[config.mk]
export PLATFORM = sky130hd
export DESIGN_NAME = fixed_point_q24_8_alu
export DESIGN_NICKNAME = d
export VERILOG_FILES = /design/src/rtl/core/fpq_pkg.sv /design/src/rtl/core/fpq_front.sv /design/src/rtl/core/fpq_queue.sv /design/src/rtl/core/fpq_back.sv /design/src/rtl/core/fixed_point_q24_8_alu.sv
export SDC_FILE = /design/constraint.sdc
export NUM_CORES = 2
export LEC_CHECK = 0
export ABC_CLOCK_PERIOD_IN_PS = 11100
export BUFFER_PORTS_ARGS = -buffer_cell sky130_fd_sc_hd__buf_2
export CAP_MARGIN = 20
export CORE_UTILIZATION = 66
export CTS_CLUSTER_DIAMETER = 30
export DETAILED_ROUTE_END_ITERATION = 12
export PLACE_DENSITY = 0.81
export SYNTH_ARGS = -nofsm -noshare
export SYNTH_HDL_FRONTEND = slang
export SYNTH_HIERARCHICAL = 1
export SYNTH_SLANG_ARGS = --single-unit
[constraint.sdc]
create_clock -name clk -period 11.1 [get_ports clk]
set_input_delay 0 -clock clk [delete_from_list [all_inputs] [get_ports clk]]
set_output_delay 0 -clock clk [all_outputs]
set_load 0.005 [all_outputs]
[src/rtl/core/fpq_pkg.sv]
// Shared types, mode codes and constants of the Q24.8 fixed-point ALU.
package fpq_pkg;

  localparam int unsigned FRAC_BITS = 8;
  localparam int unsigned WORD_W    = 32;
  localparam int unsigned DIV_W     = WORD_W + FRAC_BITS + 2;
  localparam int unsigned CNT_W     = $clog2(DIV_W + 1);
  localparam int unsigned QUEUE_DEPTH = 2;

  typedef enum logic [3:0] {
    MODE_ADD     = 4'd0,
    MODE_SUB     = 4'd1,
    MODE_MUL     = 4'd2,
    MODE_DIV     = 4'd3,
    MODE_GT      = 4'd4,
    MODE_LT      = 4'd5,
    MODE_GE      = 4'd6,
    MODE_LE      = 4'd7,
    MODE_EQ      = 4'd8,
    MODE_NE      = 4'd9,
    MODE_INC     = 4'd10,
    MODE_DEC     = 4'd11,
    MODE_MIN     = 4'd12,
    MODE_MAX     = 4'd13,
    MODE_TOINT   = 4'd14,
    MODE_FROMINT = 4'd15
  } mode_t;

  // Operation class decided by the front end.
  typedef enum logic [2:0] {
    CLS_SIMPLE = 3'b001,
    CLS_MUL    = 3'b010,
    CLS_DIV    = 3'b100
  } op_class_t;

  typedef struct packed {
    op_class_t          cls;
    logic signed [WORD_W-1:0] simple_value;
    logic               compare_true;
    logic               neg;
    logic               divide_by_zero;
    logic [WORD_W-1:0]  mag_a;
    logic [WORD_W-1:0]  mag_b;
  } fpq_item_t;

  typedef struct packed {
    logic signed [WORD_W-1:0] value;
    logic               compare_true;
    logic               divide_by_zero;
    logic               saturated;
  } fpq_result_t;

  typedef enum logic [1:0] {
    ST_IDLE = 2'b01,
    ST_DIV  = 2'b10
  } div_state_t;

  // Round already applied; clamp magnitude q to signed range with sign neg.
  function automatic logic [WORD_W:0] clamp_mag(input logic neg,
                                                input logic [DIV_W-1:0] q);
    logic             nz;
    logic [WORD_W:0]  r;
    nz = neg && (q != '0);
    if (!nz && (q > DIV_W'({1'b0, {(WORD_W-1){1'b1}}}))) begin
      r = {1'b1, 1'b0, {(WORD_W-1){1'b1}}};
    end else if (nz && (q > DIV_W'({1'b1, {(WORD_W-1){1'b0}}}))) begin
      r = {1'b1, 1'b1, {(WORD_W-1){1'b0}}};
    end else if (nz) begin
      r = {1'b0, WORD_W'(~q[WORD_W-1:0] + 1'b1)};
    end else begin
      r = {1'b0, q[WORD_W-1:0]};
    end
    return r;
  endfunction

endpackage

[src/rtl/core/fpq_front.sv]
// Front end: accept an item, work out simple modes and classify the rest.
module fpq_front (
  input  logic                              clk,
  input  logic                              rst,
  input  logic                              valid,
  output logic                              ready,
  input  logic [3:0]                        mode,
  input  logic signed [fpq_pkg::WORD_W-1:0] operand_a,
  input  logic signed [fpq_pkg::WORD_W-1:0] operand_b,
  output logic                              item_valid,
  input  logic                              item_ready,
  output fpq_pkg::fpq_item_t                item
);

  fpq_pkg::fpq_item_t item_next;
  logic               lt;
  logic               eq;
  logic [fpq_pkg::WORD_W-1:0] ua;

  assign ready = !item_valid || item_ready;
  assign ua    = operand_a;
  assign lt    = operand_a < operand_b;
  assign eq    = operand_a == operand_b;

  always_comb begin
    item_next                = '0;
    item_next.cls            = fpq_pkg::CLS_SIMPLE;
    item_next.neg            = operand_a[fpq_pkg::WORD_W-1] ^ operand_b[fpq_pkg::WORD_W-1];
    item_next.mag_a          = operand_a[fpq_pkg::WORD_W-1] ? -ua : ua;
    item_next.mag_b          = operand_b[fpq_pkg::WORD_W-1] ? -operand_b : operand_b;
    case (fpq_pkg::mode_t'(mode))
      fpq_pkg::MODE_ADD:     item_next.simple_value = operand_a + operand_b;
      fpq_pkg::MODE_SUB:     item_next.simple_value = operand_a - operand_b;
      fpq_pkg::MODE_MUL:     item_next.cls = fpq_pkg::CLS_MUL;
      fpq_pkg::MODE_DIV: begin
        if (operand_b == '0) begin
          item_next.divide_by_zero = 1'b1;
        end else begin
          item_next.cls = fpq_pkg::CLS_DIV;
        end
      end
      fpq_pkg::MODE_GT:      item_next.compare_true = !lt && !eq;
      fpq_pkg::MODE_LT:      item_next.compare_true = lt;
      fpq_pkg::MODE_GE:      item_next.compare_true = !lt;
      fpq_pkg::MODE_LE:      item_next.compare_true = lt || eq;
      fpq_pkg::MODE_EQ:      item_next.compare_true = eq;
      fpq_pkg::MODE_NE:      item_next.compare_true = !eq;
      fpq_pkg::MODE_INC:     item_next.simple_value = operand_a + 1;
      fpq_pkg::MODE_DEC:     item_next.simple_value = operand_a - 1;
      fpq_pkg::MODE_MIN:     item_next.simple_value = lt ? operand_a : operand_b;
      fpq_pkg::MODE_MAX:     item_next.simple_value = (!lt && !eq) ? operand_a : operand_b;
      fpq_pkg::MODE_TOINT:   item_next.simple_value = operand_a >>> fpq_pkg::FRAC_BITS;
      fpq_pkg::MODE_FROMINT: item_next.simple_value = operand_a <<< fpq_pkg::FRAC_BITS;
      default:               item_next.simple_value = '0;
    endcase
  end

  always_ff @(posedge clk) begin
    if (rst) begin
      item_valid <= 1'b0;
    end else if (ready) begin
      item_valid <= valid;
    end
  end

  always_ff @(posedge clk) begin
    if (valid && ready) begin
      item <= item_next;
    end
  end

endmodule

[src/rtl/core/fpq_queue.sv]
// Short queue between front and back ends.
module fpq_queue (
  input  logic               clk,
  input  logic               rst,
  input  logic               in_valid,
  output logic               in_ready,
  input  fpq_pkg::fpq_item_t in_item,
  output logic               out_valid,
  input  logic               out_ready,
  output fpq_pkg::fpq_item_t out_item
);

  localparam int unsigned PTR_W = $clog2(fpq_pkg::QUEUE_DEPTH);

  fpq_pkg::fpq_item_t      slots [fpq_pkg::QUEUE_DEPTH];
  logic [PTR_W-1:0]        wr_ptr;
  logic [PTR_W-1:0]        rd_ptr;
  logic [PTR_W:0]          fill;
  logic                    push;
  logic                    pop;

  assign in_ready  = fill != (PTR_W+1)'(fpq_pkg::QUEUE_DEPTH);
  assign out_valid = fill != '0;
  assign out_item  = slots[rd_ptr];
  assign push      = in_valid && in_ready;
  assign pop       = out_valid && out_ready;

  always_ff @(posedge clk) begin
    if (rst) begin
      wr_ptr <= '0;
      rd_ptr <= '0;
      fill   <= '0;
    end else begin
      if (push) wr_ptr <= wr_ptr + 1'b1;
      if (pop)  rd_ptr <= rd_ptr + 1'b1;
      fill <= fill + (PTR_W+1)'(push) - (PTR_W+1)'(pop);
    end
  end

  always_ff @(posedge clk) begin
    if (push) begin
      slots[wr_ptr] <= in_item;
    end
  end

endmodule

[src/rtl/core/fpq_back.sv]
// Back end: finish simple items, registered multiply, serial divide, output register.
module fpq_back (
  input  logic                 clk,
  input  logic                 rst,
  input  logic                 item_valid,
  output logic                 item_ready,
  input  fpq_pkg::fpq_item_t   item,
  output logic                 res_valid,
  input  logic                 res_ready,
  output fpq_pkg::fpq_result_t res
);

  localparam int unsigned PW = 2 * fpq_pkg::WORD_W;
  localparam int unsigned DW = fpq_pkg::DIV_W;

  fpq_pkg::div_state_t  state;
  logic                 out_free;
  logic                 take;
  logic                 is_simple;

  // multiply stage
  logic                 mul_valid;
  logic                 mul_neg;
  logic [PW-1:0]        product;
  logic [PW-1:0]        mul_q;
  logic [fpq_pkg::WORD_W:0] mul_clamp;

  // divider
  logic [DW-1:0]        den;
  logic [DW-1:0]        rem;
  logic [DW-1:0]        quo;
  logic [fpq_pkg::CNT_W-1:0] count;
  logic                 div_neg;
  logic                 div_done;
  logic [DW:0]          rem_shift;
  logic [DW-1:0]        div_q;
  logic [fpq_pkg::WORD_W:0] div_clamp;

  assign out_free  = !res_valid || res_ready;
  assign is_simple = item.cls == fpq_pkg::CLS_SIMPLE;
  // a multiply holds off new items while in its stage; the divider owns the back end while busy
  // and until its result is written
  assign item_ready = (state == fpq_pkg::ST_IDLE) && !mul_valid && !div_done && out_free;
  assign take       = item_valid && item_ready;

  assign mul_q     = (product + PW'(1 << (fpq_pkg::FRAC_BITS - 1))) >> fpq_pkg::FRAC_BITS;
  assign mul_clamp = fpq_pkg::clamp_mag(mul_neg, mul_q[DW-1:0] |
                     DW'({|mul_q[PW-1:DW], {(DW-1){1'b0}}}));
  assign rem_shift = {rem, quo[DW-1]};
  // round half away: q = (2*num + mb) / (2*mb)
  assign div_q     = quo;
  assign div_clamp = fpq_pkg::clamp_mag(div_neg, div_q);

  always_ff @(posedge clk) begin
    if (take && item.cls == fpq_pkg::CLS_MUL) begin
      product <= PW'(item.mag_a) * PW'(item.mag_b);
      mul_neg <= item.neg;
    end
  end

  always_ff @(posedge clk) begin
    if (rst) begin
      state     <= fpq_pkg::ST_IDLE;
      mul_valid <= 1'b0;
      res_valid <= 1'b0;
      div_done  <= 1'b0;
    end else begin
      if (res_valid && res_ready) res_valid <= 1'b0;
      mul_valid <= take && item.cls == fpq_pkg::CLS_MUL;
      div_done  <= 1'b0;
      case (state)
        fpq_pkg::ST_IDLE: begin
          if (take && item.cls == fpq_pkg::CLS_DIV) state <= fpq_pkg::ST_DIV;
        end
        fpq_pkg::ST_DIV: begin
          if (count == fpq_pkg::CNT_W'(DW - 1)) begin
            state    <= fpq_pkg::ST_IDLE;
            div_done <= 1'b1;
          end
        end
        default: state <= fpq_pkg::ST_IDLE;
      endcase
      if ((take && is_simple) || mul_valid || div_done) res_valid <= 1'b1;
    end
  end

  // restoring divider, one quotient bit a cycle
  always_ff @(posedge clk) begin
    if (take && item.cls == fpq_pkg::CLS_DIV) begin
      den     <= DW'({item.mag_b, 1'b0});
      div_neg <= item.neg;
      rem     <= '0;
      quo     <= DW'({item.mag_a, {(fpq_pkg::FRAC_BITS + 1){1'b0}}}) + DW'(item.mag_b);
      count   <= '0;
    end else if (state == fpq_pkg::ST_DIV) begin
      count <= count + 1'b1;
      if (rem_shift >= {1'b0, den}) begin
        rem <= DW'(rem_shift - {1'b0, den});
        quo <= {quo[DW-2:0], 1'b1};
      end else begin
        rem <= rem_shift[DW-1:0];
        quo <= {quo[DW-2:0], 1'b0};
      end
    end
  end

  always_ff @(posedge clk) begin
    if (take && is_simple) begin
      res.value          <= item.simple_value;
      res.compare_true   <= item.compare_true;
      res.divide_by_zero <= item.divide_by_zero;
      res.saturated      <= 1'b0;
    end else if (mul_valid) begin
      res.value          <= mul_clamp[fpq_pkg::WORD_W-1:0];
      res.compare_true   <= 1'b0;
      res.divide_by_zero <= 1'b0;
      res.saturated      <= mul_clamp[fpq_pkg::WORD_W];
    end else if (div_done) begin
      res.value          <= div_clamp[fpq_pkg::WORD_W-1:0];
      res.compare_true   <= 1'b0;
      res.divide_by_zero <= 1'b0;
      res.saturated      <= div_clamp[fpq_pkg::WORD_W];
    end
  end

endmodule

[src/rtl/core/fixed_point_q24_8_alu.sv]
// Signed Q24.8 fixed-point ALU, top level.
// Path: front-end item register, queue, back end; multiply passes a product stage, divide a
// serial divider. Simple modes stream one beat per cycle while the output is not stalled;
// the back end takes no new item while a multiply is in its product stage or divider is busy.
// Reset clears the queue pointers, all valid flags and the divider state; data registers are not reset.
module fixed_point_q24_8_alu (
  input  logic                              clk,
  input  logic                              rst,
  input  logic                              in_valid,
  output logic                              in_ready,
  input  logic [3:0]                        mode,
  input  logic signed [fpq_pkg::WORD_W-1:0] operand_a,
  input  logic signed [fpq_pkg::WORD_W-1:0] operand_b,
  output logic                              out_valid,
  input  logic                              out_ready,
  output logic signed [fpq_pkg::WORD_W-1:0] result_value,
  output logic                              compare_true,
  output logic                              divide_by_zero,
  output logic                              saturated
);

  logic                 f_valid;
  logic                 f_ready;
  fpq_pkg::fpq_item_t   f_item;
  logic                 q_valid;
  logic                 q_ready;
  fpq_pkg::fpq_item_t   q_item;
  fpq_pkg::fpq_result_t res;

  fpq_front u_front (
    .clk, .rst, .valid(in_valid), .ready(in_ready), .mode, .operand_a, .operand_b,
    .item_valid(f_valid), .item_ready(f_ready), .item(f_item)
  );

  fpq_queue u_queue (
    .clk, .rst, .in_valid(f_valid), .in_ready(f_ready), .in_item(f_item),
    .out_valid(q_valid), .out_ready(q_ready), .out_item(q_item)
  );

  fpq_back u_back (
    .clk, .rst, .item_valid(q_valid), .item_ready(q_ready), .item(q_item),
    .res_valid(out_valid), .res_ready(out_ready), .res(res)
  );

  assign result_value   = res.value;
  assign compare_true   = res.compare_true;
  assign divide_by_zero = res.divide_by_zero;
  assign saturated      = res.saturated;

  a_dbz_not_sat: assert property (@(posedge clk) disable iff (rst)
    out_valid && divide_by_zero |-> !saturated && result_value == '0)
    else $error("divide by zero beat carries a value or saturation");

  a_cmp_zero: assert property (@(posedge clk) disable iff (rst)
    out_valid && compare_true |-> result_value == '0 && !saturated)
    else $error("compare beat carries a value");

  a_back_busy: assert property (@(posedge clk) disable iff (rst)
    u_back.state == fpq_pkg::ST_DIV |-> !q_ready)
    else $error("back end took an item while dividing");

endmodule

==> run_results.csv <==
group,metric,value,unit
setup_path,cpMostUsedCell,"fa_1",
clocking,cts_root_buf,"clkbuf_16",
floorplan,rows,114,
logic_synthesis,ys_warn_count,6,
layout,multi_input_area,0.0442,mm²
floorplan,core,0.0971,mm²
global_routing,grt_max_degree,74,
placed_design,port-buffer-count,108,
setup_path,crit_path_end_kind,"flop",
route,final_antenna_net_count,0,
floorplan,initial_core_util,66.9,%
timing,min_period,10.17,ns
logic_synthesis,synth_top_area_share,27.7,%
layout,area_delta_synth_final,7.77,%
logic_synthesis,synth_area_leaders,"fa_1 (28%), edfxtp_1 (22%), ha_1 (7.5%)",
clocking,cts_buffers,83,
route,viasPerCell,6.36,
logic_synthesis,synthCells,6730,
floorplan,fp.dieW,316,µm
timing,hold_viol_final,0,
logic_synthesis,syn_nets,8091,
layout,drive_gt1_share,6.99,%
timing,slew_headroom,17.8,%
clocking,post_cts_buffers,0,
global_routing,grt_usage,41.2,%
clocking,clk_latency,0.66,ns
placed_design,place.gp.congestion,1.02,
floorplan,fp.dieArea,0.0998,mm²
setup_path,crit_type,"flop to flop",
setup_path,cp.arrival,10.58,ns
global_routing,grt_pass1_wl,306000,µm
timing,fmax,98.3,MHz
timing,finalCritPeriodShare,91.7,%
hold_path,hp-class,"input pin to flop",
route,dr_total_vias,51400,
logic_synthesis,ys_seq_area_share,23.7,%
clocking,clk_pin_slew,0.07,ns
layout,finalInstanceArea,0.0701,mm²
logic_synthesis,synth_ff_type,"edfxtp_1",
layout,nFillCells,7023,
route,wl,203000,µm
timing,setup_viol,0,
setup_path,cp-start-kind,"flop",
placed_design,place_area,0.0663,mm²
route,wl_per_cell,25.2,µm
run,maxCapViolCount,0,
setup_path,cp_max_fo,32,
global_routing,antenna_found_initial,11,
clocking,clock_path_buffers,3,
logic_synthesis,synth.cell_area,0.0650,mm²
logic_synthesis,yosysTopAreaCell,"fa_1",
route,drc_errors,0,
timing,worst_pin_slew,1.22,ns
setup_path,cp.required,11.51,ns
layout,fin_nets,8087,
logic_synthesis,synth.distinct_cells,101,
logic_synthesis,syn_avg_cell_area,9.66,µm²
placed_design,dpl.hpwl,149000,µm
logic_synthesis,synth_commonest_cells,"inv_1 (1067), fa_1 (899), nand2_1 (737), and2_1 (602), edfxtp_1 (473)",
floorplan,die_y,316,µm
logic_synthesis,async_flop_share,0,%
timing,tns,0,ns
clocking,cts_sinks,533,
logic_synthesis,synth-edff-count,473,
run_status,status,"finished clean",
floorplan,io_pins,109,
timing,grt_setup_unrepaired,"no",
global_routing,gr-total-overflow,0,
logic_synthesis,ys_ff_latch,533,
route,first_pass_iters,9,
timing,report.final.slew_viol_count,0,
layout,final_util,72.1,%
global_routing,grt_pass1_vias,52000,
setup_path,critPathMaxStageDelay,0.86,ns
route,dr.first_iter.drc_count,5568,
layout,seq_area,0.0154,mm²
logic_synthesis,synth.most_common_cell,"inv_1",
setup_path,worst_path_max_delay_cell,"mux2_2",
clocking,h-tree-depth,3,
clocking,tritoncts,"built",
timing,clock_skew,0.0388,ns
[sequential cells by signal, summed over array words and instances, names as in the netlist, 2 cells and up, named ones only]
name,count
u_back/count,6
u_back/den,32
u_back/div_q,42
u_back/product,57
u_back/rem,42
u_back/res,35
u_back/state,2
u_front/item,102
u_queue/fill,2
u_queue/slots,204
[placed cells by master, fill, tap and decap left out, types with 67 or more instances in the layout]
master / instances
clkbuf_16: 83
inv_1: 1065
buf_4: 67
nand3_1: 137
xor2_1: 99
fa_1: 899
nor2_1: 206
o21ai_0: 234
ha_1: 390
and2_1: 601
edfxtp_1: 473
a21oi_1: 207
buf_2: 109
nand2_1: 737
xnor2_1: 245
mux2_2: 105
dlygate4sd3_1: 83
nor3_1: 73
a21o_1: 78
[per-layer routing]
metal	wire, µm	track usage, %	vias to the layer above
met1	74300	52.8	25400
met4	14400	25.2	4
met3	22300	9.20	727
met5	27	0	-
met2	92300	64.1	3175
li1	-	-	22000
[worst max-delay path, delay by kind of cell, from the launching register on]
family / cells / cell delay, ns
flops: 1 / 0.57
mux: 1 / 0.86
simple gates: 2 / 0.46
buf+inv: 7 / 0.89
fa+ha+maj: 9 / 3.98
compound gates: 9 / 3.16
[worst paths after layout]
path                         end       startpoint  depth (start not counted)  slack, ns
max           u_back/product[58]             flop                         28       0.93
min             u_front/item[14]    operand_b[31]                          3       0.13
max reg2reg   u_back/product[58]             flop                         28       0.93
min reg2reg  u_queue/slots[1][0]  u_front/item[0]                          0       0.42
[layout make-up]
| cell class | count | area share (%) |
|---|---|---|
| diodes | 6 | 0.0214 |
| clock buffers | 94 | 3.02 |
| clock inverters | 60 | 1.10 |
| inverters | 1068 | 5.73 |
| multi-input cells | 4778 | 63.1 |
| flip-flops and latches | 533 | 22.0 |
| well taps | 1276 | 2.28 |
| repair buffers | 262 | 2.75 |
[kinds of logic (layout without fill, tap and decap cells)]
kind of cell	after synthesis	in the layout	synth area share, %
and+or+nand+nor	2089	2089	16.4
buffers and inverters	1419	1484	8.38
adders and majority gates	1290	1290	35.2
AOI/OAI and AO/OA	931	931	9.56
DFF	533	533	23.7
xor gates and xnor gates	345	345	4.65
muxes	123	123	2.10
other	0	6	0
[stage by stage]
stage	hold slack [ns]	cells	worst slack (ns)
3_5_place_dp	0.268	7832	1.18
2_1_floorplan	0.0691	6730	2.50
3_3_place_gp	0.245	7831	0.678
6_report	0.129	8077	0.926
5_1_grt	0.132	8073	0.640
4_1_cts	0.102	8069	1.16
[timing repair]
item | CTS | global route
hold buffers | 83 | 0
endpoints found under the hold margin | 142 | 0
gates resized for setup | 0 | 0
endpoints found under the setup margin | 0 | 0
Power is not shown: default switching activity piles up to over one toggle a cycle in this logic, so the estimate is an artifact.
